[src/hdl/mzvs_pkg.sv]
`timescale 1ns / 1ps

package mzvs_pkg;

	// command codes carried in a request
	typedef enum logic [2:0] {
		ACT_TICK         = 3'd0,
		ACT_ZONE_ON      = 3'd1,
		ACT_ZONE_OFF     = 3'd2,
		ACT_CLOSE_ALL    = 3'd3,
		ACT_NOTIFY_TASK  = 3'd4,
		ACT_CLEAR_TASK   = 3'd5,
		ACT_MANUAL_OPEN  = 3'd6,
		ACT_MANUAL_CLOSE = 3'd7
	} action_t;

	// result status codes
	typedef enum logic [2:0] {
		ST_OK              = 3'd0,
		ST_INVALID_CHANNEL = 3'd1,
		ST_NOT_READY       = 3'd2,
		ST_BUSY            = 3'd3,
		ST_MASTER_DISABLED = 3'd4
	} status_t;

	// pending timed step of a valve sequence
	typedef enum logic [1:0] {
		PH_IDLE              = 2'd0,
		PH_ZONE_AFTER_MASTER = 2'd1,
		PH_MASTER_AFTER_ZONE = 2'd2,
		PH_ZONE_AFTER_CLOSE  = 2'd3
	} phase_t;

	// configuration register indexes
	localparam logic [2:0] CFG_MASTER_ENABLE = 3'd0;
	localparam logic [2:0] CFG_AUTO_MANAGE   = 3'd1;
	localparam logic [2:0] CFG_PRE_START     = 3'd2;
	localparam logic [2:0] CFG_POST_STOP     = 3'd3;
	localparam logic [2:0] CFG_GRACE         = 3'd4;

	localparam int CFG_IDX_W  = 3;
	localparam int CFG_DATA_W = 9;
	localparam int MS_W       = 32;
	localparam int DELAY_MS_W = 18;
	localparam logic [DELAY_MS_W-1:0] MS_PER_S = 18'd1000;

	typedef struct packed {
		action_t     action;
		logic [7:0]  channel;
		logic [31:0] task_start_ms;
		logic        system_ready;
		logic        system_fault;
	} req_item_t;

	typedef struct packed {
		status_t    status;
		logic [7:0] zone_open_mask;
		logic       master_open;
		logic       watering;
		logic       clear_flow_count;
	} rsp_item_t;

endpackage

[src/hdl/master_and_zone_valve_sequencer.sv]
`timescale 1ns / 1ps

// Master and zone valve sequencer.
// Request channel (req_valid/req_ready/req_data) carries one command or one
// millisecond tick per request; every request yields exactly one result on
// the response channel (rsp_valid/rsp_ready/rsp_data), in request order.
// Configuration writes use cfg_valid/cfg_ready/cfg_index/cfg_data and are
// always accepted; indexes past the register list are ignored.
// Timed valve steps are counted in tick requests, so the block itself has
// no notion of wall time.
// Throughput: one request per cycle while the receiver takes each result;
// a request register feeds a single pass of compare/add logic that updates
// the valve state and loads the result register.
// When the receiver stalls, the result register holds and the request
// register still takes one more request; after that req_ready drops until
// the result is taken.
// Reset (arst_n low) closes all valves, clears uptime, task and timers, and
// loads the configuration defaults.
module master_and_zone_valve_sequencer #(
	parameter int ZONES      = 8,
	parameter int MAX_ACTIVE = 1
) (
	input  logic                          clk,
	input  logic                          arst_n,
	input  logic                          req_valid,
	output logic                          req_ready,
	input  mzvs_pkg::req_item_t           req_data,
	output logic                          rsp_valid,
	input  logic                          rsp_ready,
	output mzvs_pkg::rsp_item_t           rsp_data,
	input  logic                          cfg_valid,
	output logic                          cfg_ready,
	input  logic [mzvs_pkg::CFG_IDX_W-1:0]  cfg_index,
	input  logic [mzvs_pkg::CFG_DATA_W-1:0] cfg_data
);
	import mzvs_pkg::*;

	localparam int CH_W  = (ZONES > 1) ? $clog2(ZONES) : 1;
	localparam int CNT_W = 4;

	// configuration registers
	logic       master_enable_q;
	logic       auto_manage_q;
	logic [8:0] pre_start_q;
	logic [8:0] post_stop_q;
	logic [7:0] grace_s_q;

	// request and result registers
	req_item_t req_s1;
	logic      valid_s1;
	rsp_item_t rsp_q;
	logic      rsp_valid_q;
	logic      advance;

	// valve state
	logic [MS_W-1:0]  uptime_q, next_task_q, close_ms_q, seq_deadline_q;
	logic [ZONES-1:0] zone_mask_q;
	logic             master_q, task_pending_q, armed_q;
	phase_t           phase_q;
	logic [CH_W-1:0]  seq_ch_q;

	// next state
	logic [MS_W-1:0]  uptime_d, next_task_d, close_ms_d, seq_deadline_d;
	logic [ZONES-1:0] zone_mask_d;
	logic             master_d, task_pending_d, armed_d;
	phase_t           phase_d;
	logic [CH_W-1:0]  seq_ch_d;
	rsp_item_t        rsp_d;

	// decoded request
	logic            automatic_mode;
	logic [MS_W-1:0] um;
	logic            busy_seq, seq_fire, ch_ok;
	logic [CH_W-1:0] ch_idx;
	logic [CNT_W-1:0] active_cnt;
	status_t         status_d;
	logic            do_tick, on_go, off_go, all_go, man_open, man_close, notify, clear;

	// delays in milliseconds
	logic                  pre_pos, pre_neg, post_pos, post_neg;
	logic [8:0]            pre_mag, post_mag;
	logic [DELAY_MS_W-1:0] pre_ms, post_ms, grace_ms;
	logic [MS_W-1:0]       limit_ms, until_ms, arm_delay;
	logic                  fire_close, near_task, do_arm;

	// handshakes
	assign advance   = valid_s1 && (!rsp_valid_q || rsp_ready);
	assign req_ready = !valid_s1 || advance;
	assign rsp_valid = rsp_valid_q;
	assign rsp_data  = rsp_q;
	assign cfg_ready = 1'b1;

	// configuration writes
	always_ff @(posedge clk or negedge arst_n) begin
		if (!arst_n) begin
			master_enable_q <= 1'b1;
			auto_manage_q   <= 1'b1;
			pre_start_q     <= 9'd3;
			post_stop_q     <= 9'd2;
			grace_s_q       <= 8'd5;
		end else if (cfg_valid) begin
			case (cfg_index)
				CFG_MASTER_ENABLE: master_enable_q <= cfg_data[0];
				CFG_AUTO_MANAGE:   auto_manage_q   <= cfg_data[0];
				CFG_PRE_START:     pre_start_q     <= cfg_data;
				CFG_POST_STOP:     post_stop_q     <= cfg_data;
				CFG_GRACE:         grace_s_q       <= cfg_data[7:0];
				default: ;
			endcase
		end
	end

	// delay magnitudes and timer compares
	always_comb begin
		automatic_mode = master_enable_q && auto_manage_q;
		pre_neg  = pre_start_q[8];
		pre_pos  = !pre_start_q[8] && (pre_start_q != 9'd0);
		post_neg = post_stop_q[8];
		post_pos = !post_stop_q[8] && (post_stop_q != 9'd0);
		pre_mag  = pre_neg ? (9'd0 - pre_start_q) : pre_start_q;
		post_mag = post_neg ? (9'd0 - post_stop_q) : post_stop_q;
		pre_ms   = DELAY_MS_W'(pre_mag) * MS_PER_S;
		post_ms  = DELAY_MS_W'(post_mag) * MS_PER_S;
		grace_ms = DELAY_MS_W'(grace_s_q) * MS_PER_S;
		um       = (req_s1.action == ACT_TICK) ? (uptime_q + 32'd1) : uptime_q;
		limit_ms = next_task_q + MS_W'(grace_ms);
		until_ms = next_task_q - um;
		fire_close = master_q && master_enable_q && (!task_pending_q || (um > limit_ms));
		near_task  = task_pending_q && (until_ms <= MS_W'(grace_ms));
		arm_delay  = near_task ? (until_ms + MS_W'(grace_ms)) : MS_W'(post_ms);
		do_arm     = near_task || post_pos;
	end

	// open zone count
	always_comb begin
		active_cnt = '0;
		for (int i = 0; i < ZONES; i++) begin
			active_cnt = active_cnt + CNT_W'(zone_mask_q[i]);
		end
	end

	// request decode and status
	always_comb begin
		busy_seq  = (phase_q != PH_IDLE);
		ch_ok     = (req_s1.channel < 8'(ZONES));
		ch_idx    = req_s1.channel[CH_W-1:0];
		status_d  = ST_OK;
		do_tick   = 1'b0;
		on_go     = 1'b0;
		off_go    = 1'b0;
		all_go    = 1'b0;
		man_open  = 1'b0;
		man_close = 1'b0;
		notify    = 1'b0;
		clear     = 1'b0;
		case (req_s1.action)
			ACT_TICK: do_tick = 1'b1;
			ACT_ZONE_ON: begin
				if (busy_seq) status_d = ST_BUSY;
				else if (!ch_ok) status_d = ST_INVALID_CHANNEL;
				else if (!req_s1.system_ready) status_d = ST_NOT_READY;
				else if (active_cnt >= CNT_W'(MAX_ACTIVE) || req_s1.system_fault)
					status_d = ST_BUSY;
				else on_go = 1'b1;
			end
			ACT_ZONE_OFF: begin
				if (busy_seq) status_d = ST_BUSY;
				else if (!ch_ok) status_d = ST_INVALID_CHANNEL;
				else off_go = 1'b1;
			end
			ACT_CLOSE_ALL: begin
				if (busy_seq) status_d = ST_BUSY;
				else all_go = 1'b1;
			end
			ACT_NOTIFY_TASK: notify = 1'b1;
			ACT_CLEAR_TASK:  clear = 1'b1;
			ACT_MANUAL_OPEN, ACT_MANUAL_CLOSE: begin
				if (busy_seq) status_d = ST_BUSY;
				else if (!master_enable_q) status_d = ST_MASTER_DISABLED;
				else if (auto_manage_q) status_d = ST_BUSY;
				else if (req_s1.action == ACT_MANUAL_OPEN) man_open = 1'b1;
				else man_close = 1'b1;
			end
			default: ;
		endcase
		seq_fire = do_tick && busy_seq && (seq_deadline_q == um);
	end

	// sequence next state
	always_comb begin
		phase_d        = phase_q;
		seq_ch_d       = seq_ch_q;
		seq_deadline_d = seq_deadline_q;
		if (seq_fire) begin
			phase_d = PH_IDLE;
		end else if (on_go && automatic_mode && pre_pos) begin
			phase_d        = PH_ZONE_AFTER_MASTER;
			seq_ch_d       = ch_idx;
			seq_deadline_d = uptime_q + MS_W'(pre_ms);
		end else if (on_go && automatic_mode && pre_neg) begin
			phase_d        = PH_MASTER_AFTER_ZONE;
			seq_ch_d       = ch_idx;
			seq_deadline_d = uptime_q + MS_W'(pre_ms);
		end else if (off_go && automatic_mode && post_neg) begin
			phase_d        = PH_ZONE_AFTER_CLOSE;
			seq_ch_d       = ch_idx;
			seq_deadline_d = uptime_q + MS_W'(post_ms);
		end
	end

	// valve state update and result
	always_comb begin
		logic             off_run;
		logic [ZONES-1:0] off_bits;
		logic             pulse;
		uptime_d       = uptime_q;
		next_task_d    = next_task_q;
		task_pending_d = task_pending_q;
		zone_mask_d    = zone_mask_q;
		master_d       = master_q;
		armed_d        = armed_q;
		close_ms_d     = close_ms_q;
		off_run        = 1'b0;
		off_bits       = '0;
		pulse          = 1'b0;

		// tick: uptime, close check, timed sequence step
		if (do_tick) begin
			uptime_d = um;
			if (armed_q && (close_ms_q == um)) begin
				armed_d = 1'b0;
				if (fire_close) master_d = 1'b0;
			end
			if (seq_fire) begin
				case (phase_q)
					PH_ZONE_AFTER_MASTER: zone_mask_d = zone_mask_d | (ZONES'(1) << seq_ch_q);
					PH_MASTER_AFTER_ZONE: if (master_enable_q) master_d = 1'b1;
					PH_ZONE_AFTER_CLOSE: begin
						off_run  = 1'b1;
						off_bits = ZONES'(1) << seq_ch_q;
					end
					default: ;
				endcase
			end
		end

		// zone on
		if (on_go) begin
			if (automatic_mode && pre_pos) begin
				master_d = 1'b1;
			end else begin
				zone_mask_d = zone_mask_d | (ZONES'(1) << ch_idx);
				if (automatic_mode && !pre_neg) master_d = 1'b1;
			end
		end

		// zone off and close all
		if (off_go) begin
			if (automatic_mode && post_neg) begin
				master_d = 1'b0;
			end else begin
				off_run  = 1'b1;
				off_bits = ZONES'(1) << ch_idx;
			end
		end
		if (all_go) begin
			off_run  = 1'b1;
			off_bits = '1;
		end

		// last zone closed: in automatic mode close the master now or arm the close check
		if (off_run) begin
			zone_mask_d = zone_mask_d & ~off_bits;
			if (zone_mask_d == '0) begin
				pulse = 1'b1;
				if (automatic_mode) begin
					if (do_arm) begin
						if (!armed_d) begin
							if (arm_delay == '0) begin
								if (fire_close) master_d = 1'b0;
							end else begin
								armed_d    = 1'b1;
								close_ms_d = um + arm_delay;
							end
						end
					end else begin
						master_d = 1'b0;
					end
				end
			end
		end
		if (all_go && master_enable_q) master_d = 1'b0;

		// manual master control
		if (man_open) master_d = 1'b1;
		if (man_close) master_d = 1'b0;

		// task bookkeeping
		if (notify) begin
			next_task_d    = req_s1.task_start_ms;
			task_pending_d = 1'b1;
		end
		if (clear) begin
			next_task_d    = '0;
			task_pending_d = 1'b0;
		end

		rsp_d.status           = status_d;
		rsp_d.zone_open_mask   = 8'(zone_mask_d);
		rsp_d.master_open      = master_enable_q && master_d;
		rsp_d.watering         = (zone_mask_d != '0);
		rsp_d.clear_flow_count = pulse;
	end

	// request register
	always_ff @(posedge clk or negedge arst_n) begin
		if (!arst_n) begin
			valid_s1 <= 1'b0;
		end else if (req_ready) begin
			valid_s1 <= req_valid;
		end
	end

	always_ff @(posedge clk) begin
		if (req_ready && req_valid) begin
			req_s1 <= req_data;
		end
	end

	// result register valid
	always_ff @(posedge clk or negedge arst_n) begin
		if (!arst_n) begin
			rsp_valid_q <= 1'b0;
		end else if (advance) begin
			rsp_valid_q <= 1'b1;
		end else if (rsp_ready) begin
			rsp_valid_q <= 1'b0;
		end
	end

	always_ff @(posedge clk) begin
		if (advance) begin
			rsp_q <= rsp_d;
		end
	end

	// valve and timer state
	always_ff @(posedge clk or negedge arst_n) begin
		if (!arst_n) begin
			uptime_q       <= '0;
			next_task_q    <= '0;
			task_pending_q <= 1'b0;
			zone_mask_q    <= '0;
			master_q       <= 1'b0;
			armed_q        <= 1'b0;
			close_ms_q     <= '0;
			phase_q        <= PH_IDLE;
			seq_ch_q       <= '0;
			seq_deadline_q <= '0;
		end else if (advance) begin
			uptime_q       <= uptime_d;
			next_task_q    <= next_task_d;
			task_pending_q <= task_pending_d;
			zone_mask_q    <= zone_mask_d;
			master_q       <= master_d;
			armed_q        <= armed_d;
			close_ms_q     <= close_ms_d;
			phase_q        <= phase_d;
			seq_ch_q       <= seq_ch_d;
			seq_deadline_q <= seq_deadline_d;
		end
	end

	// checks
	a_pulse_means_closed: assert property (@(posedge clk) disable iff (!arst_n)
		rsp_valid_q && rsp_q.clear_flow_count |-> rsp_q.zone_open_mask == 8'd0)
		else $error("flow clear pulse with a zone open");

	a_watering_matches: assert property (@(posedge clk) disable iff (!arst_n)
		rsp_valid_q |-> rsp_q.watering == (rsp_q.zone_open_mask != 8'd0))
		else $error("watering flag disagrees with zone mask");

	a_active_limit: assert property (@(posedge clk) disable iff (!arst_n)
		active_cnt <= CNT_W'(MAX_ACTIVE))
		else $error("more zones open than allowed");

	a_tick_uptime: assert property (@(posedge clk) disable iff (!arst_n)
		advance && req_s1.action == ACT_TICK |=> uptime_q == $past(uptime_q) + 32'd1)
		else $error("tick did not advance uptime");

	a_seq_only_when_idle: assert property (@(posedge clk) disable iff (!arst_n)
		advance && phase_q != PH_IDLE && !seq_fire |=> phase_q == $past(phase_q))
		else $error("sequence step restarted while pending");

endmodule

[config.mk]
export PLATFORM = sky130hd
export DESIGN_NAME = master_and_zone_valve_sequencer
export DESIGN_NICKNAME = d
export VERILOG_FILES = /design/src/hdl/mzvs_pkg.sv /design/src/hdl/master_and_zone_valve_sequencer.sv
export SDC_FILE = /design/constraint.sdc
export NUM_CORES = 1
export LEC_CHECK = 0
export ABC_AREA = 1
export BUFFER_PORTS_ARGS = -buffer_cell sky130_fd_sc_hd__clkbuf_2
export CAP_MARGIN = 20
export CORE_UTILIZATION = 65
export CTS_CLUSTER_DIAMETER = 100
export DETAILED_ROUTE_END_ITERATION = 8
export PLACE_DENSITY = 0.83
export SYNTH_ARGS = -nofsm -noshare
export SYNTH_HDL_FRONTEND = slang
export SYNTH_SLANG_ARGS = --single-unit
[constraint.sdc]
create_clock -name clk -period 10.6 [get_ports clk]
set_input_delay 1.06 -clock clk [delete_from_list [all_inputs] [get_ports clk]]
set_output_delay 1.06 -clock clk [all_outputs]
set_load 0.03 [all_outputs]
### After elaboration in Yosys (flattened, before gate mapping)

Cells that the tools add are included.

* output and inout port bits: 17
* memory bits (read-only): 0
* memories kept: 0
* bits in writable memories: 0
* latch bits: 0
* input bits: 62
* word-level logic and storage cells: 232
* bits in registers: 233

* div/mod/pow operators: 0
* multiply operators: 3
* shifts and indexed selects: 2
* reductions and logical operators: 54
* add/subtract/negate cells: 16
* $lt $le $gt $ge: 4
* bitwise logic cells: 7
* mux-type cells: 103
* eq/ne operators: 16

Operator list (number)
* $mux W32: 7
* $add A32 B18 Y32: 4
* $mux W8: 12
* $mux W1: 65
* $eq A32 B32 Y1: 2
* $add A32 B1 Y32 const B: 1
* $add A32 B32 Y32: 1
* $gt A32 B32 Y1: 1
* $le A32 B18 Y1: 1
* $logic_not A32 Y1: 1
* $sub A32 B32 Y32: 1
* $mul A9 B7 Y15 const B: 2
* $mux W2: 11
* $logic_and A1 B1 Y1: 21
* $mux W9: 2
* $reduce_bool A9 Y1: 2
* $sub A1 B9 Y9 const A: 2
* $add A4 B1 Y4: 4
* $or A8 B8 Y8: 2
* $reduce_and A2 Y1: 8
* $shl A1 B3 Y8 const A: 2
* $eq A3 B3 Y1 const B: 5
* $mul A8 B7 Y15 const B: 1
* $mux W3: 5
* 24 further kinds: 42

### Logic depth before layout (Yosys ltp)

* depth after elaboration: 28
* mapped depth: 55
* mapped depth without buffers: 55

### Least setup slack after synthesis

OpenSTA, ideal clock, no wires.

* path kind: flip-flop to flip-flop
* start point: reg grace_s_q[2]
* end point: reg close_ms_q[28]
* stages on the path, launching flop included: 50
* setup time: 0.076 ns
* period minus slack after synthesis: 8.097 ns
* setup slack: 2.503 ns
* arrival time: 8.020 ns
* cells stage by stage: dfstp_2 > inv_1 > fa_1 > fa_1 > fa_1 > fa_1 > inv_1 > ha_1 > inv_1 > o21bai_1 > a21oi_1 > o21bai_1 > a21oi_1 > o21ai_0 > nand2_1 > inv_1 > o21ai_0 > nand2_1 > (+14 left out) > nand2_1 > inv_1 > nand2_1 > nand2_1 > a21oi_1 > inv_1 > a21oi_1 > o21ai_0 > inv_1 > o21a_1 > inv_1 > nand2_1 > nand2_1 > a31oi_1 > o21ai_0 > a21oi_1 > xor2_1 > o21ai_1

* cells in the longest elaborated chain, start to end: 7
* elaborated cells on any way between the ends: 10
* those cells by class: 2 x add/sub; 1 x mul; 1 x order compare; 1 x mux; 1 x bitwise; 4 x reduce/logical

RTL lines
* start: declaration: line master_and_zone_valve_sequencer.sv:46 `logic [7:0] grace_s_q;`
* start signal: assignment: line master_and_zone_valve_sequencer.sv:107 `CFG_GRACE: grace_s_q <= cfg_data[7:0];`
* $mul A8 B7 Y15 (*): line master_and_zone_valve_sequencer.sv:124 `grace_ms = DELAY_MS_W'(grace_s_q) * MS_PER_S;`
* parallel branches: the longest is 6 deep, another holds $le A32 B18 Y1
* end signal: assignment: line master_and_zone_valve_sequencer.sv:367 `close_ms_q <= close_ms_d;`
* end: declaration: line master_and_zone_valve_sequencer.sv:56 `logic [MS_W-1:0] uptime_q, next_task_q, close_ms_q, seq_deadline_q;`

Mark *: on every way between the ends.
A chain may end at the register's enable or synchronous reset.

==> metrics.md <==
| Metric | Value |
|---|---|
| Routed length per instance | 19.0 µm |
| RSZ-0062 raised after global routing | false |
| Flops & latches, synth | roughly 230 |
| Total clock buffers created by CTS | 29 |
| Initial core utilization | 66.3% |
| Top fanout value on the critical path | 9 |
| Global-route met3 utilization | under 10% |
| DPL Wire Length | 63500 µm |
| Die height | 198 µm |
| Most common cell after layout, fill and taps aside | sky130_fd_sc_hd__nand2_1 |
| First-pass iteration count of the detailed router | 8 |
| Cell variety after synth | 62 |
| Crit. End Element | register |
| Path class of the lowest-slack min-delay path | in2async |
| Antenna violations before repair | 1 |
| Pin count of the biggest net entering global routing | 74 |
| Master of the slowest instance on the critical path | sky130_fd_sc_hd__dfstp_2 |
| Fraction of the yosys area taken by sequential cells | 24.5% |
| Proportion of synthesized flip-flops having asynchronous set or reset | 74.7% |
| Count of buffers inserted at the top-level ports | 77 |
| Clock tree from TritonCTS | yes |
| I/O pins | 79 |
| Pins over their slew limit | 0 |
| Maximum clock path buffer count | 3 |
| Net total in the final layout | 4041 |
| Fin crit share | 90.7% |
| EDFF count, synth | 59 |
| Critical path launch point type | register |
| Shortest period the worst path allows | 9.61 ns |
| Latest clock arrival within the worst-skew pair | 0.61 ns |
| Row cnt | between 70 and 80 |
| Core Footprint | 0.0378 mm² |
| Most used DFF post-synth | sky130_fd_sc_hd__dfrtp_1 |
| Drt first-iter violations | 2260 |
| Warning count from the yosys run | 0 |
| Detail-routed via count per cell | approximately 5.9 |
| Routed Antenna Nets | 0 |
| Number of antenna cells inserted | 0 |
| Finish-stage setup viols | 0 |
| Failing checks | DRC |
| Via count of the routed design | roughly 24000 |
| Resize count post-CTS | 0 |
| Cell taking the most area after synthesis | sky130_fd_sc_hd__dfrtp_1 |
| Total grt overflow | 0 |
| Setup fix buffers added after clock tree synthesis | 0 |
| Number of global-route vias before repair | 23000 |
| Share of final-layout standard cells stronger than drive strength 1 | around 6% |
| Max Clock Skew | 0.0214 ns |
| Layer with the highest usage | met2 |
| Post-Syn Instances | 3530 |
| First-pass GRT wire length | 121000 µm |
| Hold Buf Count CTS | 0 |
| Synth-to-layout area growth | 7.81% |
| Grt met2 use | 66.5% |
| Number of H-tree levels | 1 |
| X dimension of the die | 198 µm |
| Buffer type at the clock tree root | sky130_fd_sc_hd__clkbuf_16 |
| Commonest cells after routing, fill and taps aside | sky130_fd_sc_hd__nand2_1 (888), sky130_fd_sc_hd__inv_1 (619), sky130_fd_sc_hd__ha_1 (282), sky130_fd_sc_hd__nor2_1 (261), sky130_fd_sc_hd__o21ai_0 (227) |
| Largest cells by area after synthesis | sky130_fd_sc_hd__dfrtp_1 (17%), sky130_fd_sc_hd__ha_1 (14%), sky130_fd_sc_hd__nand2_1 (13%) |
| Most repeated library cell on the critical path | sky130_fd_sc_hd__nand2_1 |
| Worst Max-Slew Pin Slew | 1.06 ns |
| Post-Syn Area per Cell | 7.10 µm² |
| Required @ worst endpoint | 10.95 ns |
| Total Routed Length | 78700 µm |
| All-Layer GR Usage | 40.0% |
| Max-capacitance violation count | 0 |
| Residual DRC count | 1 |
| Synthesized area | 0.0250 mm² |
| Total count of hold-check failures in the final report | 0 |
| Clock transition at the registers of the reported paths | 0.07 ns |
| Crit-path max cell delay | 0.65 ns |
| Final sum of negative setup slack | 0 ns |
| Die area | 0.0393 mm² |
| Final weighted congestion in routability-driven placement | between 1 and 1.5 |
| GR Layer Usage met1 | roughly half |
| Yosys top cell area share | 16.7% |
| Crit Path Category | reg2reg |
| Status | complete, but fails checks |
| Arrival @ worst endpoint | between 9 and 10 ns |
| Slew margin rel. | 29.0% |
| Max Clk Rate | 104 MHz |
| # clock sinks | about 230 |
| Worst Hold Margin | 0.350 ns |
==> area by class of cell <==
cell class                      instances  area, µm²
Clock buffer                           39        816
Clock inverter                         15        184
Fill cell                            3036      10800
Inverter                              630       2370
Multi-Input combinational cell       2631      16400
Sequential cell                       233       6130
Tap cell                              511        639
Timing Repair Buffer                   89        494
==> per-layer routing <==
| metal | vias up | wire [µm] |
|---|---|---|
| li1 | 11500 | - |
| met3 | 280 | 7140 |
| met2 | 1148 | 36400 |
| met1 | 11300 | 31300 |
| met5 | - | 13 |
| met4 | 2 | 3790 |
==> kinds of logic (layout without fill, tap and decap cells) <==
kind of cell	after synthesis	in the layout	synth area share, %
other	2	13	0.0300
muxes	2	2	0.0799
buffers and inverters	677	773	10.3
DFF	233	233	24.5
adders and majority gates	365	365	20.7
AOI/OAI and AO/OA	541	541	12.0
xor gates and xnor gates	176	176	6.21
and+or+nand+nor	1534	1534	26.2
==> cells in the mapped netlist, types with 49 or more instances <==
cell type	count
sky130_fd_sc_hd__edfxtp_1	59
sky130_fd_sc_hd__xnor2_1	56
sky130_fd_sc_hd__fa_1	83
sky130_fd_sc_hd__nor3_1	49
sky130_fd_sc_hd__nand3_1	201
sky130_fd_sc_hd__o21ai_0	227
sky130_fd_sc_hd__dfrtp_1	167
sky130_fd_sc_hd__xor2_1	119
sky130_fd_sc_hd__nor2_1	261
sky130_fd_sc_hd__nand2_1	888
sky130_fd_sc_hd__ha_1	282
sky130_fd_sc_hd__inv_1	620
sky130_fd_sc_hd__a21oi_1	188
==> state kept, by name, indices dropped and copies added (netlist names), 9 cells and up <==
signal,count
next_task_q,32
pre_start_q,9
uptime_q,32
seq_deadline_q,32
rsp_data,14
req_s1,42
post_stop_q,9
close_ms_q,32
==> through the flow <==
stage / utilization [%] / cell area (µm²) / cells / setup WS [ns]
final: 71.5 / 27000 / 4148 / 0.990
after global routing: 71.5 / 27000 / 4148 / 0.116
after CTS: 71.5 / 27000 / 4147 / 1.08
after detailed placement: 68.8 / 26000 / 4093 / 1.13
after global placement: 68.8 / 26000 / 4093 / 1.54
after floorplan: - / 25100 / 3541 / 2.50
==> worst paths after layout <==
| kind | startpoint | endpoint | slack (ns) | depth (start not counted) |
|---|---|---|---|---|
| max reg2reg | grace_s_q[0]$_DFFE_PN1P_ | rsp_data[2]$_DFFE_PP_ | 0.99 | 53 |
| max in group asynchronous | arst_n | next_task_q[7]$_DFFE_PN0P_ | 8.03 | 3 |
| min reg2reg | req_s1[8]$_DFFE_PP_ | next_task_q[6]$_DFFE_PN0P_ | 0.48 | 2 |
| min | arst_n | close_ms_q[24]$_DFFE_PN0P_ | 0.35 | 1 |
| max | grace_s_q[0]$_DFFE_PN1P_ | rsp_data[2]$_DFFE_PP_ | 0.99 | 53 |
| min in group clk | req_s1[8]$_DFFE_PP_ | next_task_q[6]$_DFFE_PN0P_ | 0.48 | 2 |
==> worst max-delay path, delay by kind of cell, from the launching register on <==
family                   cells  cell delay, ns
AND/OR/NAND/NOR             28            3.49
adder cells (fa/ha/maj)      7            2.78
AO/OA/AOI/OAI                9            1.40
flip-flops                   1            0.65
XOR/XNOR                     3            0.55
buffers and inverters        6            0.48
Power is not shown: default switching activity piles up to over one toggle a cycle in this logic, so the estimate is an artifact.
